### config.mk
export PLATFORM = sky130hd
export DESIGN_NAME = ubx_pvt_frame_receiver
export DESIGN_NICKNAME = d
export VERILOG_FILES = /design/src/rtl/ubxpvt_pkg.sv /design/src/rtl/ubx_pvt_frame_receiver.sv /design/src/rtl/ubxpvt_field_unpack.sv
export SDC_FILE = /design/constraint.sdc
export NUM_CORES = 1
export LEC_CHECK = 0
export ABC_CLOCK_PERIOD_IN_PS = 12700
export BUFFER_PORTS_ARGS = -buffer_cell sky130_fd_sc_hd__buf_2
export CORE_MARGIN = 3
export CORE_UTILIZATION = 40
export CTS_BUF_LIST = sky130_fd_sc_hd__clkbuf_2 sky130_fd_sc_hd__clkbuf_4 sky130_fd_sc_hd__clkbuf_8
export DETAILED_ROUTE_END_ITERATION = 10
export GPL_ROUTABILITY_DRIVEN = 1
export PLACE_DENSITY_LB_ADDON = 0.25
export SYNTH_ARGS = -nofsm -noshare
export SYNTH_HDL_FRONTEND = slang
export SYNTH_SLANG_ARGS = --single-unit
### constraint.sdc
create_clock -name clock -period 12.7 [get_ports clock]
set_input_delay 2.54 -clock clock [delete_from_list [all_inputs] [get_ports clock]]
set_output_delay 2.54 -clock clock [all_outputs]
set_load 0.1 [all_outputs]
### src/rtl/ubxpvt_pkg.sv
`timescale 1ns / 1ps
// ----------------------------------------------------------------------------
// ubxpvt_pkg
// Shared constants, types and the field layout table of the PVT frame receiver.
// ----------------------------------------------------------------------------
package ubxpvt_pkg;

   localparam logic [7:0] SYNC_FIRST  = 8'hB5;
   localparam logic [7:0] SYNC_SECOND = 8'h62;

   localparam int FRAME_BYTES = 92;
   localparam int SUM_END     = FRAME_BYTES - 2;   // byte holding sum_a
   localparam int LAST_POS    = FRAME_BYTES - 1;   // byte holding sum_b
   localparam int FIELD_COUNT = 33;

   localparam int POS_W   = 7;
   localparam int INDEX_W = 6;
   localparam int VALUE_W = 33;

   localparam logic [POS_W-1:0]   SUM_END_POS  = POS_W'(SUM_END);
   localparam logic [POS_W-1:0]   LAST_BYTE    = POS_W'(LAST_POS);
   localparam logic [POS_W-1:0]   FRAME_END    = POS_W'(FRAME_BYTES);
   localparam logic [INDEX_W-1:0] LAST_FIELD   = INDEX_W'(FIELD_COUNT - 1);

   // Write beat into the frame store.
   typedef struct packed {
      logic             we;
      logic [POS_W-1:0] addr;
      logic [7:0]       data;
   } wr_type;

   // Layout of one decoded field.
   typedef struct packed {
      logic [POS_W-1:0] offset;
      logic [2:0]       size;
      logic             is_signed;
   } desc_type;

   function automatic desc_type field_desc(input logic [INDEX_W-1:0] k);
      desc_type d;
      case (k)
         6'd0:    d = '{7'd2,  3'd1, 1'b0};
         6'd1:    d = '{7'd3,  3'd1, 1'b0};
         6'd2:    d = '{7'd4,  3'd2, 1'b0};
         6'd3:    d = '{7'd6,  3'd4, 1'b0};
         6'd4:    d = '{7'd10, 3'd2, 1'b0};
         6'd5:    d = '{7'd12, 3'd1, 1'b0};
         6'd6:    d = '{7'd13, 3'd1, 1'b0};
         6'd7:    d = '{7'd14, 3'd1, 1'b0};
         6'd8:    d = '{7'd15, 3'd1, 1'b0};
         6'd9:    d = '{7'd16, 3'd1, 1'b0};
         6'd10:   d = '{7'd17, 3'd1, 1'b0};
         6'd11:   d = '{7'd18, 3'd4, 1'b0};
         6'd12:   d = '{7'd22, 3'd4, 1'b1};
         6'd13:   d = '{7'd26, 3'd1, 1'b0};
         6'd14:   d = '{7'd27, 3'd1, 1'b0};
         6'd15:   d = '{7'd28, 3'd1, 1'b0};
         6'd16:   d = '{7'd29, 3'd1, 1'b0};
         6'd17:   d = '{7'd30, 3'd4, 1'b1};
         6'd18:   d = '{7'd34, 3'd4, 1'b1};
         6'd19:   d = '{7'd38, 3'd4, 1'b1};
         6'd20:   d = '{7'd42, 3'd4, 1'b1};
         6'd21:   d = '{7'd46, 3'd4, 1'b0};
         6'd22:   d = '{7'd50, 3'd4, 1'b0};
         6'd23:   d = '{7'd54, 3'd4, 1'b1};
         6'd24:   d = '{7'd58, 3'd4, 1'b1};
         6'd25:   d = '{7'd62, 3'd4, 1'b1};
         6'd26:   d = '{7'd66, 3'd4, 1'b1};
         6'd27:   d = '{7'd70, 3'd4, 1'b1};
         6'd28:   d = '{7'd74, 3'd4, 1'b0};
         6'd29:   d = '{7'd78, 3'd4, 1'b0};
         6'd30:   d = '{7'd82, 3'd2, 1'b0};
         6'd31:   d = '{7'd84, 3'd2, 1'b0};
         6'd32:   d = '{7'd86, 3'd4, 1'b0};
         default: d = '{7'd2,  3'd1, 1'b0};
      endcase
      return d;
   endfunction

endpackage

### src/rtl/ubx_pvt_frame_receiver.sv
`timescale 1ns / 1ps
// ----------------------------------------------------------------------------
// ubx_pvt_frame_receiver
// Sync hunt, Fletcher-8 check and field decode of a 92-byte PVT frame.
// ----------------------------------------------------------------------------
//  channel  | ports                                              | dir
//  ---------+----------------------------------------------------+-----
//  request  | req_valid, req_ready, req_rx_byte                  | in
//  response | rsp_valid, rsp_ready, rsp_field_index,             | out
//           | rsp_field_value, rsp_last_field                    |
//
// Received bytes are taken back to back while req_ready is high. After the
// checksum byte of a good frame the field sequencer drains 33 fields from
// the frame store: each stored byte is read, then assembled, and each field
// is then output, held while rsp_ready stays low; req_ready is low all that
// time. The single read port of the frame store reads one byte at a time.
// Reset clears the hunt, the sums and the sequencer; the store needs none.
// ----------------------------------------------------------------------------
module ubx_pvt_frame_receiver (
   input  logic                 clock,
   input  logic                 reset,
   input  logic                 req_valid,
   output logic                 req_ready,
   input  logic [7:0]           req_rx_byte,
   output logic                 rsp_valid,
   input  logic                 rsp_ready,
   output logic [5:0]           rsp_field_index,
   output logic signed [32:0]   rsp_field_value,
   output logic                 rsp_last_field
);

   logic [ubxpvt_pkg::POS_W-1:0] pos_ff, pos_in;
   logic [7:0]                   sum_a_ff, sum_a_in;
   logic [7:0]                   sum_b_ff, sum_b_in;
   logic                         match_a_ff, match_a_in;
   logic                         beat;
   logic                         start;
   logic                         busy;
   logic [32:0]                  value;
   ubxpvt_pkg::wr_type           wr;

   // Hold off new bytes while the sequencer drains a frame.
   assign req_ready = !busy;
   assign beat      = req_valid && req_ready;

   always_comb begin
      pos_in     = pos_ff;
      sum_a_in   = sum_a_ff;
      sum_b_in   = sum_b_ff;
      match_a_in = match_a_ff;
      start      = 1'b0;
      wr.we      = 1'b0;
      wr.addr    = pos_ff;
      wr.data    = req_rx_byte;
      if (beat) begin
         if (pos_ff == '0) begin
            // hunt: drop anything but the first sync byte
            if (req_rx_byte == ubxpvt_pkg::SYNC_FIRST) begin
               wr.we  = 1'b1;
               pos_in = 7'd1;
            end
         end else if (pos_ff == 7'd1) begin
            if (req_rx_byte == ubxpvt_pkg::SYNC_SECOND) begin
               wr.we    = 1'b1;
               pos_in   = 7'd2;
               sum_a_in = '0;
               sum_b_in = '0;
            end else begin
               pos_in = '0;
            end
         end else if (pos_ff >= ubxpvt_pkg::FRAME_END) begin
            pos_in = '0;
         end else begin
            wr.we = 1'b1;
            if (pos_ff < ubxpvt_pkg::SUM_END_POS) begin
               sum_a_in = sum_a_ff + req_rx_byte;
               sum_b_in = sum_b_ff + sum_a_in;
            end
            // compare sum_a as its byte passes; sum_b on the last byte
            if (pos_ff == ubxpvt_pkg::SUM_END_POS) begin
               match_a_in = sum_a_ff == req_rx_byte;
            end
            if (pos_ff < ubxpvt_pkg::LAST_BYTE) begin
               pos_in = pos_ff + 7'd1;
            end else begin
               pos_in = '0;
               start  = match_a_ff && (sum_b_ff == req_rx_byte);
            end
         end
      end
   end

   always_ff @(posedge clock) begin
      if (reset) begin
         pos_ff     <= '0;
         sum_a_ff   <= '0;
         sum_b_ff   <= '0;
         match_a_ff <= 1'b0;
      end else begin
         pos_ff     <= pos_in;
         sum_a_ff   <= sum_a_in;
         sum_b_ff   <= sum_b_in;
         match_a_ff <= match_a_in;
      end
   end

   ubxpvt_field_unpack u_unpack (
      .clock     (clock),
      .reset     (reset),
      .wr        (wr),
      .start     (start),
      .busy      (busy),
      .out_valid (rsp_valid),
      .out_ready (rsp_ready),
      .out_index (rsp_field_index),
      .out_value (value),
      .out_last  (rsp_last_field)
   );

   assign rsp_field_value = value;

   a_no_beat_busy: assert property (@(posedge clock) disable iff (reset)
      busy |-> !req_ready)
      else $error("byte taken while draining");

   a_last_wrap: assert property (@(posedge clock) disable iff (reset)
      (beat && pos_ff == ubxpvt_pkg::LAST_BYTE) |=> pos_ff == '0)
      else $error("hunt did not restart after frame end");

   a_pos_range: assert property (@(posedge clock) disable iff (reset)
      pos_ff <= ubxpvt_pkg::LAST_BYTE)
      else $error("byte position out of frame");

endmodule

### src/rtl/ubxpvt_field_unpack.sv
`timescale 1ns / 1ps
// ----------------------------------------------------------------------------
// ubxpvt_field_unpack
// Frame store and field sequencer: assembles each field one byte per read.
// ----------------------------------------------------------------------------
module ubxpvt_field_unpack (
   input  logic                                clock,
   input  logic                                reset,
   input  ubxpvt_pkg::wr_type                  wr,
   input  logic                                start,
   output logic                                busy,
   output logic                                out_valid,
   input  logic                                out_ready,
   output logic [ubxpvt_pkg::INDEX_W-1:0]      out_index,
   output logic [ubxpvt_pkg::VALUE_W-1:0]      out_value,
   output logic                                out_last
);

   typedef enum logic [3:0] {
      S_IDLE  = 4'b0001,
      S_FETCH = 4'b0010,
      S_TAKE  = 4'b0100,
      S_EMIT  = 4'b1000
   } state_type;

   state_type                         state_ff, state_in;
   logic [ubxpvt_pkg::INDEX_W-1:0]    field_ff, field_in;
   logic [1:0]                        lane_ff, lane_in;
   logic [31:0]                       acc_ff, acc_in;
   logic [ubxpvt_pkg::VALUE_W-1:0]    value_ff, value_in;
   logic [7:0]                        rd_data_ff;
   logic [ubxpvt_pkg::POS_W-1:0]      rd_addr;
   logic [7:0]                        mem [ubxpvt_pkg::FRAME_BYTES];
   ubxpvt_pkg::desc_type              desc;
   logic                              lane_last;
   logic                              field_last;

   assign desc       = ubxpvt_pkg::field_desc(field_ff);
   assign rd_addr    = desc.offset + ubxpvt_pkg::POS_W'(lane_ff);
   assign lane_last  = ({1'b0, lane_ff} + 3'd1) == desc.size;
   assign field_last = field_ff == ubxpvt_pkg::LAST_FIELD;

   always_ff @(posedge clock) begin
      if (wr.we) begin
         mem[wr.addr] <= wr.data;
      end
      rd_data_ff <= mem[rd_addr];
   end

   always_comb begin
      state_in = state_ff;
      field_in = field_ff;
      lane_in  = lane_ff;
      acc_in   = acc_ff;
      value_in = value_ff;
      case (state_ff)
         S_IDLE: begin
            if (start) begin
               field_in = '0;
               lane_in  = '0;
               state_in = S_FETCH;
            end
         end
         S_FETCH: begin
            state_in = S_TAKE;
         end
         S_TAKE: begin
            // place the byte into its lane; lane 0 clears the rest
            case (lane_ff)
               2'd0:    acc_in = {24'h0, rd_data_ff};
               2'd1:    acc_in = {acc_ff[31:16], rd_data_ff, acc_ff[7:0]};
               2'd2:    acc_in = {acc_ff[31:24], rd_data_ff, acc_ff[15:0]};
               default: acc_in = {rd_data_ff, acc_ff[23:0]};
            endcase
            if (lane_last) begin
               value_in = {desc.is_signed & acc_in[31], acc_in};
               state_in = S_EMIT;
            end else begin
               lane_in  = lane_ff + 2'd1;
               state_in = S_FETCH;
            end
         end
         S_EMIT: begin
            if (out_ready) begin
               if (field_last) begin
                  state_in = S_IDLE;
               end else begin
                  field_in = field_ff + 6'd1;
                  lane_in  = '0;
                  state_in = S_FETCH;
               end
            end
         end
         default: state_in = S_IDLE;
      endcase
   end

   always_ff @(posedge clock) begin
      if (reset) begin
         state_ff <= S_IDLE;
         field_ff <= '0;
         lane_ff  <= '0;
      end else begin
         state_ff <= state_in;
         field_ff <= field_in;
         lane_ff  <= lane_in;
      end
      acc_ff   <= acc_in;
      value_ff <= value_in;
   end

   assign busy      = state_ff != S_IDLE;
   assign out_valid = state_ff == S_EMIT;
   assign out_index = field_ff;
   assign out_value = value_ff;
   assign out_last  = field_last;

   a_start_idle: assert property (@(posedge clock) disable iff (reset)
      start |-> state_ff == S_IDLE)
      else $error("frame start while unpacking");

   a_field_step: assert property (@(posedge clock) disable iff (reset)
      (out_valid && out_ready && !out_last) |=> field_ff == $past(field_ff) + 6'd1)
      else $error("field index did not advance");

   a_last_done: assert property (@(posedge clock) disable iff (reset)
      (out_valid && out_ready && out_last) |=> !busy)
      else $error("sequencer busy after final field");

endmodule

# [Word level (Yosys, flattened, before mapping)]
# Memory sizes are Yosys's and may differ from the RTL's. A register that Yosys moved wholly into a read port is not among the register bits.
# Index checks and enable logic that the tools add are counted.
[word_totals] regBits=101 mem_bits_rw=736 mem_bits_ro=704 in_bits=12 out_inout_bits=42 wordCells=106 memories=2
[classes] addsub=7 order_cmp=3 eq_ne=22 n_mux=44 bitwise=4 reduce_logical=15
[mem_list] name="u_unpack.mem" words=92 word_bits=8 rd=1 rd_ports_with_merged_regs=1 wr=1 line="ubxpvt_field_unpack.sv:33" source="logic [7:0] mem [ubxpvt_pkg::FRAME_BYTES];"
[mem_list] name="(no name shown)" words=64 word_bits=11 rd=1 rd_ports_with_merged_regs=1 wr=0 line="ubxpvt_pkg.sv:41" source="case (k)"
[ops] cell="32-bit case mux with 3 select lines" count=1
[ops] cell="8-bit 2-to-1 mux" count=7
[ops] cell="7-bit 2-to-1 mux" count=5
[ops] cell="32-bit 2-to-1 mux" count=1
[ops] cell="6-bit 2-to-1 mux" count=5
[ops] cell="8-bit adder" count=2
[ops] cell="8-bit == test" count=2
[ops] cell="4-bit case mux with 4 select lines" count=1
[ops] cell="5-bit AND reduction" count=3
[ops] cell="7-bit less-than comparator (second input constant)" count=2
[ops] cell="1-bit 2-to-1 mux" count=13
[ops] cell="2-bit 2-to-1 mux" count=6
[ops] cell="4-bit 2-to-1 mux" count=3
[ops] cell="6-bit case mux with 2 select lines" count=1
[ops] cell="8-bit by 7-bit == test with 1-bit output (second input constant)" count=1
[ops] cell="8-bit == test (second input constant)" count=1
[ops] cell="2-bit != test (second input constant)" count=4
[ops] cell="7-bit by 1-bit adder with 7-bit output (second input constant)" count=1
[ops] cell="7-bit by 2-bit adder with 7-bit output" count=1
[ops] cell="7-bit by 1-bit == test with 1-bit output (second input constant)" count=1
[ops] cell="7-bit == test (second input constant)" count=1
[ops] cell="7-bit >= comparator (second input constant)" count=1
[ops] cell="7-bit zero test" count=1
[ops] cell="6-bit by 1-bit adder with 6-bit output (second input constant)" count=1
[ops] cell="22 further kinds" count=30

# [Longest topological paths before layout]
[logic_depth] ltp_word=11 depth_mapped=17 ltp_nobuf=15

# [Hierarchy]
# A second synthesis with hierarchy kept.
[hier_totals] hier_cells=1768 area_unflattened_um2=34579.4
[by_module_without_submodules] mod="ubxpvt_field_unpack" instances=1 cells_each=1541 area_each_um2=32702.6 seq_area_each_um2=24673.7
[by_module_without_submodules] mod="ubx_pvt_frame_receiver" instances=1 cells_each=227 area_each_um2=1876.8 seq_area_each_um2=480.5

# [Worst setup path before layout]
# No wires, ideal clock.
[synth_path] path_type="register -> register" from="register u_unpack.lane_ff[0]" to="register u_unpack.lane_ff[0]" setup_ns=0.071 arrival_time_ns=5.078 required_time_ns=12.629 slack_ns=7.551 stages_incl_launch_ff=9 n_path_buf=0 synth_period_minus_slack_ns=5.149 path_cell_list="dfxtp_1 > inv_1 > ha_1 > xor2_1 > nor4_1 > a21oi_1 > o21ai_0 > nand2_1 > a21oi_1"
[synth_between] elab_chain_len=4 word_cells_on_any_way=7 cone_classes="add/sub: 2; eq/ne: 2; mux: 2; reduce/logical: 1"
[synth_lines] item="from (decl)" line="ubxpvt_field_unpack.sv:28" source="logic [1:0] lane_ff, lane_in;"
[synth_lines] item="from (signal assigned)" line="ubxpvt_field_unpack.sv:106" source="lane_ff <= lane_in;"
[synth_lines] item="2-bit by 1-bit adder with 3-bit output" line="ubxpvt_field_unpack.sv:40" source="assign lane_last = ({1'b0, lane_ff} + 3'd1) == desc.size;"
[synth_lines] item="3-bit == test" line="ubxpvt_field_unpack.sv:40"
[synth_lines] item="2-bit != test (no source line)"
[synth_lines] item="5-bit AND reduction (no source line)"
# Parallel ways exist; a longest one is shown, timed or not. The select of a mux whose other input is x is not followed.
# A chain may end at the register's enable or synchronous reset.

# [Worst setup path in the final report]
[layout_path] from="input port req_rx_byte[1]" to="memory u_unpack.mem[78][5], enable pin"
[layout_between] elab_chain_len=7 word_cells_on_any_way=9 cone_classes="eq/ne: 2; mux: 7"
[layout_lines] item="from (decl)" line="ubx_pvt_frame_receiver.sv:24" source="input logic [7:0] req_rx_byte,"
[layout_lines] item="8-bit by 7-bit == test with 1-bit output" line="ubx_pvt_frame_receiver.sv:63" source="if (req_rx_byte == ubxpvt_pkg::SYNC_SECOND) begin"
[layout_lines] item="1-bit 2-to-1 mux" line="ubx_pvt_frame_receiver.sv:63"
[layout_lines] item="1-bit 2-to-1 mux" line="ubx_pvt_frame_receiver.sv:62" source="end else if (pos_ff == 7'd1) begin"
[layout_lines] item="1-bit 2-to-1 mux *" line="ubx_pvt_frame_receiver.sv:56" source="if (pos_ff == '0) begin"
[layout_lines] item="1-bit 2-to-1 mux *" line="ubx_pvt_frame_receiver.sv:55" source="if (beat) begin"
[layout_lines] item="1-bit 2-to-1 mux *" line="ubxpvt_field_unpack.sv:44" source="if (wr.we) begin"
[layout_lines] item="1-bit 2-to-1 mux (not written as such) *" line="ubxpvt_field_unpack.sv:45" source="mem[wr.addr] <= wr.data;"
[layout_lines] item="to (decl)" line="ubxpvt_field_unpack.sv:33"
# Mark *: on every way between the ends. The rest lies on a longest branch, timed or not.

==> summary.md <==
| Metric | Value |
|---|---|
| Outcome | `finished clean` |
| Root buffer cell | `clkbuf_8` |
| CP max-delay cell | `nor2_1` |
| Global Route Usage Sum | `0.1874` |
| Worst vdd ir | `0.08503 mV` |
| WL/cell | `26.30 um` |
| CP Cell Sequence | `buf_4 > nor4bb_1 > nand4_1 > a21oi_1 > o21a_1 > and2_1 > nand3_1 > nor2_1` |
| Top_reg_cell synth | `edfxtp_1` |
| Final WL | `82990 um` |
| Die area | `0.08971 mm2` |
| Crit start category | `primary input` |
| PD cells | `143.3 mW/mm2` |
| Critical Path Max Stage Delay | `930 ps` |
| Syn avg cell area | `19.39 um2` |
| Worst skew pair latency | `770 ps` |
| Via density | `5.598` |
| WP data arrival | `6080 ps` |
| Cells after synthesis | `1777` |
| FF+latch count, synth | `856` |
| Largest net degree at the start of global routing | `89` |
| Fillers | `7122` |
| LEAKAGE | `0.01249 uW` |
| Worst-case clock buffer depth | `3` |
| Fmax | `175.2 MHz` |
| Worst-path clk slew | `60 ps` |
| Yosys Warn Count | `0` |
| Final #Nets | `1960` |
| DRT antenna net count | `0` |
| Sequential Area | `0.02515 mm2` |
| RSZ-0062 raised after global routing | `false` |
| Layout area overhead | `12.90%` |
| Num CTS Buffers | `140` |
| Worst Setup SP | `req_rx_byte[1]` |
| CP endpoint kind | `flop` |
| Synth area leaders | `edfxtp_1 70%, mux4_2 15%, dfxtp_1 3.2%` |
| Initial cell density of the core | `0.4041` |
| Most frequent cell after synthesis | `edfxtp_1` |
| Tcrit/Tclk final | `0.4493` |
| Top Ports | `54` |
| RR Endpoint | `u_unpack.rd_data_ff[3]` |
| HPWL after DPL | `51500 um` |
| Num Clock Sinks | `856` |
| Vias in the first global route | `18370` |
| Initial DRC Count | `1609` |
| Worst Hold Path Cells | `1` |
| Clock skew | `39.37 ps` |
| Cts hold-fix bufs | `0` |
| Drt drc | `0` |
| Final setup violation count | `0` |
| Global-route wire length before repair | `124100 um` |
| CP Max Fanout | `38` |
| Fin util | `0.4562` |
| Die height | `299.5 um` |
| Layout cells sized above 1 | `0.2716` |
| Setup TNS | `0 ps` |
| Area leader, netlist | `edfxtp_1` |
| Mapped cell area | `0.03446 mm2` |
| Fin. max-slew vios | `0` |
| Seq/Total Area, Yosys | `0.7299` |
| Vias | `17660` |
| Die width | `299.5 um` |
| Cell Rows | `107` |
| R2R depth | `9` |
| # port buffers | `53` |
| CTS tree | `yes` |
| Fin. Hold Viols | `0` |
| Hold WC Path Type | `flop to flop` |
| Sink of the worst hold path | `u_unpack.state_ff[2]` |
| Total core area | `0.08528 mm2` |
| Syn nets | `1828` |
| Post-DP Area | `0.03610 mm2` |
| Synth unique cells | `73` |
| Async SR Flop Fraction | `0` |
| Reg2reg setup slack | `7590 ps` |
| H-tree level count | `4` |
| Area of the multi-input gates | `0.008896 mm2` |
| Number of synthesized flops with an enable pin | `801` |
| Min-delay src | `u_unpack.state_ff[0]` |
| Required time worst endpoint | `13080 ps` |
| Placement Setup Slack | `6286 ps` |
| Least-Margin Pin Slew | `1196 ps` |
| Hold slack | `490.2 ps` |
| TritonRoute pass-1 iters | `8` |
| Fin crit period | `5707 ps` |
| GRT Residual Overflow | `0` |
| Post_cts resized | `0` |
| Share of the synthesized area in the top cell type | `0.6980` |
| Final Cell Area | `0.03891 mm2` |
| Synth top cells by count | `801 x edfxtp_1, 224 x mux4_2, 159 x nor2_1` |
| Setup bufs post-CTS | `0` |
| Initial antenna violation count | `1` |
| Max_slew headroom | `0.2005` |
| Max-cap violations | `0` |
| Gpl congestion | `0.8175` |
| R2r startpoint | `u_unpack.lane_ff[0]` |
| Setup WS post-layout | `6993 ps` |
| Crit path kind | `primary input to flop` |
report_power, final:
part	switching (uW)	internal [uW]
clock network	1090	1340
logic	60.1	9.67
registers	0.156	3080
sequential cells by signal, indices dropped and copies added, names as in the netlist:
signal,count
u_unpack.mem,736
u_unpack.out_value,33
u_unpack.acc_ff,32
u_unpack.desc,11
sum_a_ff,8
sum_b_ff,8
u_unpack.rd_data_ff,8
pos_ff,7
u_unpack.out_index,6
u_unpack.state_ff,4
u_unpack.lane_ff,2
match_a_ff,1
stage by stage:
| stage | power (uW) | cells |
|---|---|---|
| 2_1_floorplan | 3148 | 1777 |
| 3_3_place_gp | 3209 | 2911 |
| 3_5_place_dp | 3209 | 2911 |
| 4_1_cts | 5633 | 3154 |
| 5_1_grt | 5763 | 3155 |
| 6_report | 5576 | 3155 |
worst max path at each step:
stage / slack, ps / endpoint / cells after the start
2_1_floorplan: 7550 / u_unpack.lane_ff[0] / 8
3_3_place_gp: 6330 / u_unpack.mem[87][7] / 8
3_5_place_dp: 6290 / u_unpack.mem[87][1] / 8
4_1_cts: 7110 / u_unpack.mem[79][0] / 8
5_1_grt: 6850 / u_unpack.mem[78][5] / 8
6_report: 6990 / u_unpack.mem[78][5] / 8
critical path, delay by kind of cell:
kind	cells	cell delay, ps
AO/OA/AOI/OAI	2	660
buffers and inverters	1	250
AND/OR/NAND/NOR	5	2590
area by class of cell:
cell class / count / area share
sequential: 856 / 0.6465
multi-input combinational: 802 / 0.2287
clock buffer: 182 / 0.05843
tap: 1144 / 0.03679
clock inverter: 61 / 0.01367
timing repair buffer: 82 / 0.01325
inverter: 27 / 0.002605
antenna: 1 / 0.00006432
per-layer routing:
| metal | global-route usage | routed length (um) | vias to the layer above |
|---|---|---|---|
| met5 | 0 | 0 | - |
| met4 | 0.05848 | 1783 | 0 |
| met3 | 0.03346 | 5063 | 129 |
| met2 | 0.3054 | 40690 | 685 |
| met1 | 0.2584 | 35450 | 9326 |
| li1 | - | - | 7521 |
cell families after synthesis:
family                   synth area share
flip-flops                         0.7299
multiplexers                       0.1574
buffers and inverters             0.01398
AND/OR/NAND/NOR                   0.04408
AO/OA/AOI/OAI                     0.03061
adder cells (fa/ha/maj)           0.01481
XOR/XNOR                         0.009150
placed cells by master (no fill, tap or decap), types with 21 or more instances in the layout:
cell	n
inv_1	26
nand3_1	22
clkinv_1	23
a21oi_1	43
ha_1	35
xnor2_1	21
nand2_1	38
edfxtp_1	801
a22o_1	26
mux2i_1	38
buf_2	45
dfxtp_1	55
clkbuf_4	37
mux4_2	224
buf_4	36
clkbuf_8	145
nor2_1	159
Note: power is estimated with default switching activity, not from simulation.
